==> config.mk <==
export PLATFORM = sky130hd
export DESIGN_NAME = dmwbc_front
export DESIGN_NICKNAME = d
export VERILOG_FILES = /design/src/rtl/dmwbc_pkg.sv /design/src/rtl/dmwbc_front.sv
export SDC_FILE = /design/constraint.sdc
export NUM_CORES = 1
export LEC_CHECK = 0
export ABC_AREA = 1
export BUFFER_PORTS_ARGS = -buffer_cell sky130_fd_sc_hd__buf_2
export CAP_MARGIN = 20
export CELL_PAD_IN_SITES_DETAIL_PLACEMENT = 1
export CELL_PAD_IN_SITES_GLOBAL_PLACEMENT = 2
export CORE_MARGIN = 5
export CORE_UTILIZATION = 37
export DETAILED_ROUTE_END_ITERATION = 8
export PLACE_DENSITY = 0.86
export REMOVE_ABC_BUFFERS = 1
export SYNTH_ARGS = -nofsm -noshare
export SYNTH_HDL_FRONTEND = slang
export SYNTH_SLANG_ARGS = --single-unit
export TNS_END_PERCENT = 20
==> constraint.sdc <==
create_clock -name clock -period 31.5 [get_ports clock]
set_input_delay 9.45 -clock clock [delete_from_list [all_inputs] [get_ports clock]]
set_output_delay 9.45 -clock clock [all_outputs]
set_load 0.05 [all_outputs]
==> src/rtl/dmwbc_pkg.sv <==
package dmwbc_pkg;

   localparam int CACHE_WORDS_DEF     = 8192;
   localparam int MAX_LINES_DEF       = 8192;
   localparam int MAX_BLOCK_WORDS_DEF = 64;
   localparam int ADDR_BITS_DEF       = 18;

   localparam int DATA_W  = 32;
   localparam int CFG_W   = 4;
   localparam int COUNT_W = 32;
   localparam int DIRTY_W = 14;

   localparam logic [0:0] CSR_OFFSET_BITS = 1'b0;
   localparam logic [0:0] CSR_INDEX_BITS  = 1'b1;

   localparam logic CMD_READ  = 1'b0;
   localparam logic CMD_WRITE = 1'b1;

   localparam logic [CFG_W-1:0] OFFSET_RESET = 4'd5;
   localparam logic [CFG_W-1:0] INDEX_RESET  = 4'd10;

endpackage

==> src/rtl/dmwbc_front.sv <==
module dmwbc_front import dmwbc_pkg::*; #(
   parameter int CACHE_WORDS     = CACHE_WORDS_DEF,
   parameter int MAX_LINES       = MAX_LINES_DEF,
   parameter int MAX_BLOCK_WORDS = MAX_BLOCK_WORDS_DEF,
   parameter int ADDR_BITS       = ADDR_BITS_DEF,
   parameter int QW              = 1 + ADDR_BITS + DATA_W + 8
) (
   input  logic             clock,
   input  logic             reset,
   input  logic             req_push,
   output logic             req_full,
   input  logic             req_cmd,
   input  logic [17:0]      req_addr,
   input  logic [31:0]      req_write_word,
   input  logic             csr_valid,
   output logic             csr_ready,
   input  logic [0:0]       csr_index,
   input  logic [CFG_W-1:0] csr_data,
   output logic             q_valid,
   input  logic             q_take,
   output logic [QW-1:0]    q_item
);

   localparam int QD = 2;

   logic [CFG_W-1:0] offset_ff, offset_in, index_ff, index_in;
   logic [3:0]       geo_o, geo_i;
   logic [QW-1:0]    q_ff [QD];
   logic [QW-1:0]    q_in [QD];
   logic [1:0]       cnt_ff, cnt_in;
   logic             push_ok;
   logic [ADDR_BITS-1:0] a_ext;

   assign csr_ready = 1'b1;
   assign req_full  = (cnt_ff == 2'(QD));
   assign push_ok   = req_push && !req_full;
   assign q_valid   = (cnt_ff != 2'd0);
   assign q_item    = q_ff[0];

   always_comb begin
      logic [3:0] o, i;
      o = offset_ff;
      i = index_ff;
      if (o < 4'd2) o = 4'd2;
      if (o > 4'd8) o = 4'd8;
      for (int s = 0; s < 7; s++) begin
         if (o > 4'd2 && (1 << (o - 4'd2)) > MAX_BLOCK_WORDS) o = o - 4'd1;
      end
      if (i > 4'd13) i = 4'd13;
      for (int s = 0; s < 14; s++) begin
         if (i > 4'd0 && ((1 << i) > MAX_LINES ||
                          (1 << (5'(i) + 5'(o) - 5'd2)) > CACHE_WORDS))
            i = i - 4'd1;
      end
      geo_o = o;
      geo_i = i;
   end

   always_comb begin
      offset_in = offset_ff;
      index_in  = index_ff;
      if (csr_valid) begin
         unique case (csr_index)
            CSR_OFFSET_BITS: offset_in = csr_data;
            CSR_INDEX_BITS:  index_in  = csr_data;
            default: ;
         endcase
      end
   end

   always_comb begin
      a_ext = '0;
      for (int b = 0; b < ADDR_BITS && b < 18; b++) a_ext[b] = req_addr[b];
   end

   always_comb begin
      logic [1:0] c;
      for (int e = 0; e < QD; e++) q_in[e] = q_ff[e];
      c = cnt_ff;
      if (q_take && q_valid) begin
         q_in[0] = q_ff[1];
         c = c - 2'd1;
      end
      if (push_ok) begin
         q_in[c[0]] = {req_cmd, a_ext, req_write_word, geo_o, geo_i};
         c = c + 2'd1;
      end
      cnt_in = c;
   end

   always_ff @(posedge clock) begin
      if (reset) begin
         offset_ff <= OFFSET_RESET;
         index_ff  <= INDEX_RESET;
         cnt_ff    <= '0;
      end else begin
         offset_ff <= offset_in;
         index_ff  <= index_in;
         cnt_ff    <= cnt_in;
      end
      for (int e = 0; e < QD; e++) q_ff[e] <= q_in[e];
   end

endmodule

==> summary.md <==
| Metric | Value |
|---|---|
| Largest net degree at the start of global routing | `100` |
| Post-Synth Adder-Cell Area | `20.2%` |
| Setup violations, final | `0` |
| Num CTS Buffers | `17` |
| Initial Util | `37.4%` |
| Compound-Gate Fraction of Synth Area | `7.59%` |
| Max-Cap Viols | `0` |
| Die Y | `189 µm` |
| Minimum clock period | `29.13 ns` |
| Worst-path maximum fanout | `9` |
| Drt total wl | `28000 µm` |
| # clock sinks | `128` |
| DR vias | `9346` |
| Sequential-to-total area share from yosys stat | `26.7%` |
| CP Class | `flop to flop` |
| Gpl congestion | `0.767` |
| Final net count | `1725` |
| Crit. End Element | `flop` |
| Post-CTS Hold Buffers | `0` |
| Post-synthesis simple-gate area fraction | `30.7%` |
| Least-Margin Pin Slew | `0.991 ns` |
| Area grow syn2layout | `12.1%` |
| Slew headroom | `34.0%` |
| Hold/Removal Path Class | `flop to flop` |
| Status | `completed` |
| Avg Cell Area, Syn | `8.35 µm²` |
| Critical Path Max Stage Delay | `0.54 ns` |
| CP most frequent cell | `inv_1` |
| Setup ws final | `2.37 ns` |
| IO Pins | `123` |
| DR vias/cell | `4.92` |
| Core Area | `31600 µm²` |
| First-pass GRT wire length | `46700 µm` |
| Synth Area in XOR/XNOR | `2.46%` |
| Tcrit/Tclk final | `92.5%` |
| Fin Hold WS | `0.477 ns` |
| Die width | `189 µm` |
| Row Count | `65` |
| CTS H-tree lvls | `4` |
| Total die area | `35600 µm²` |
| WL/cell | `14.7 µm` |
| Worst-skew pair later-pin latency | `0.42 ns` |
| Commonest non-fill, non-tap cell in the layout | `nand2_1` |
| Peak Freq | `34.3 MHz` |
| Yosys warning count | `0` |
| Fraction of synthesized area in multiplexers | `0.286%` |
| Syn Std Cell Area | `11800 µm²` |
| Final Hold Fails | `0` |
| CP max-delay cell | `fa_2` |
| Placed wire-length estimate | `21000 µm` |
| CTS tree | `done` |
| Synth cell types | `49` |
| Vias in the first global route | `9640` |
| Final Skew | `0.0124 ns` |
| Port bufs | `121` |
| Ys async rst share | `0%` |
| Pins over their slew limit | `0` |
| WP data arrival | `29.29 ns` |
| Number of synthesized register bits | `128` |
| First drt pass iteration count | `4` |
| Startpoint types | `flop` |
| GRT overflow | `0` |
| Clock Path Buffers | `2` |
| Clock root cell | `clkbuf_16` |
| GRT Total Usage | `15.5%` |
| DRT antenna net count | `0` |
| Syn Inst Count | `1414` |
| Commonest non-fill, non-tap cells in the layout | `nand2_1 (222), inv_1 (172), ha_1 (167), nand3_1 (135), buf_2 (121)` |
| Worst path required time | `31.66 ns` |
| Top_reg_cell synth | `dfxtp_1` |
| Layout cells sized above 1 | `28.3%` |
| Place WS | `-0.174 ns` |
| Initial DRC Count | `314` |
| Initial antenna violation count | `0` |
| Largest family of logic cells by synthesized area | `simple AND/OR/NAND/NOR gates` |
| Clk slew on worst S/H paths | `0.06 ns` |
| Drt drc | `0` |
| EDFF count, synth | `59` |
## cell families after synthesis
| logic type | Yosys count |
|---|---|
| AOI/OAI and AO/OA | 135 |
| xor gates and xnor gates | 28 |
| adders and majority gates | 182 |
| buffers and inverters | 303 |
| DFF | 128 |
| muxes | 3 |
| other | 1 |
| and+or+nand+nor | 634 |
## Yosys cell counts (17+ instances only)
library cell | count | share of area, %
clkbuf_1 | 28 | 0.89
o21ai_0 | 18 | 0.76
nand2_4 | 54 | 5.2
edfxtp_1 | 59 | 15
buf_4 | 60 | 3.8
nand2_2 | 54 | 2.9
dfxtp_1 | 69 | 12
nand2_1 | 234 | 7.4
nand3_2 | 17 | 1.4
inv_2 | 20 | 0.64
ha_1 | 168 | 18
a31oi_1 | 53 | 2.8
a21oi_1 | 25 | 1.1
nand3_1 | 135 | 5.7
inv_1 | 179 | 5.7
nor2_1 | 87 | 2.8
## final timing paths
kind          startpoint          end  slack [ns]  cells past startpoint
max          index_ff[3]         flop        2.37                    199
min          q_ff[0][16]  q_ff[0][16]        0.48                      2
max reg2reg  index_ff[3]         flop        2.37                    199
min reg2reg  q_ff[0][16]  q_ff[0][16]        0.48                      2
## critical path, delay by kind of cell (launching register included)
kind,cells,cell delay (ns)
buf+inv,38,2.47
simple gates,94,9.58
xor+xnor,6,1.13
fa+ha+maj,41,12.79
compound gates,20,2.34
flops,1,0.41
## layer usage
layer / global-route usage (%) / routed length (µm) / vias to the layer above
li1: - / - / 4680
met1: 19.3 / 12800 / 4523
met2: 28.8 / 14000 / 133
met3: 2.26 / 1050 / 10
met4: 2.35 / 153 / 0
met5: 0 / 0 / -
## cell type report
class,instances,area [µm²]
inverters,212,832
clock buffers,24,556
fillers,3827,18300
clock inverters,8,55.1
repair buffers,140,748
well taps,402,503
flip-flops and latches,128,3150
multi-input cells,983,7380
diodes,1,2.50
## repair_timing
item                       4_1_cts  5_1_grt
resized for setup                2       45
setup endpoints to repair        8        8
pin swaps                        0        5
setup buffers                    0        8
## per-stage QoR
stage	cells	area, µm²	TNS [ns]	util (%)
floorplan	1323	11200	0	-
global placement	1857	12400	0	39.3
detailed placement	1857	12400	-0.654	39.3
CTS	1889	13000	0	41.3
global route	1897	13200	-0.130	41.9
finish	1898	13200	0	41.9
Power is not shown: default switching activity piles up to over one toggle a cycle in this logic, so the estimate is an artifact.
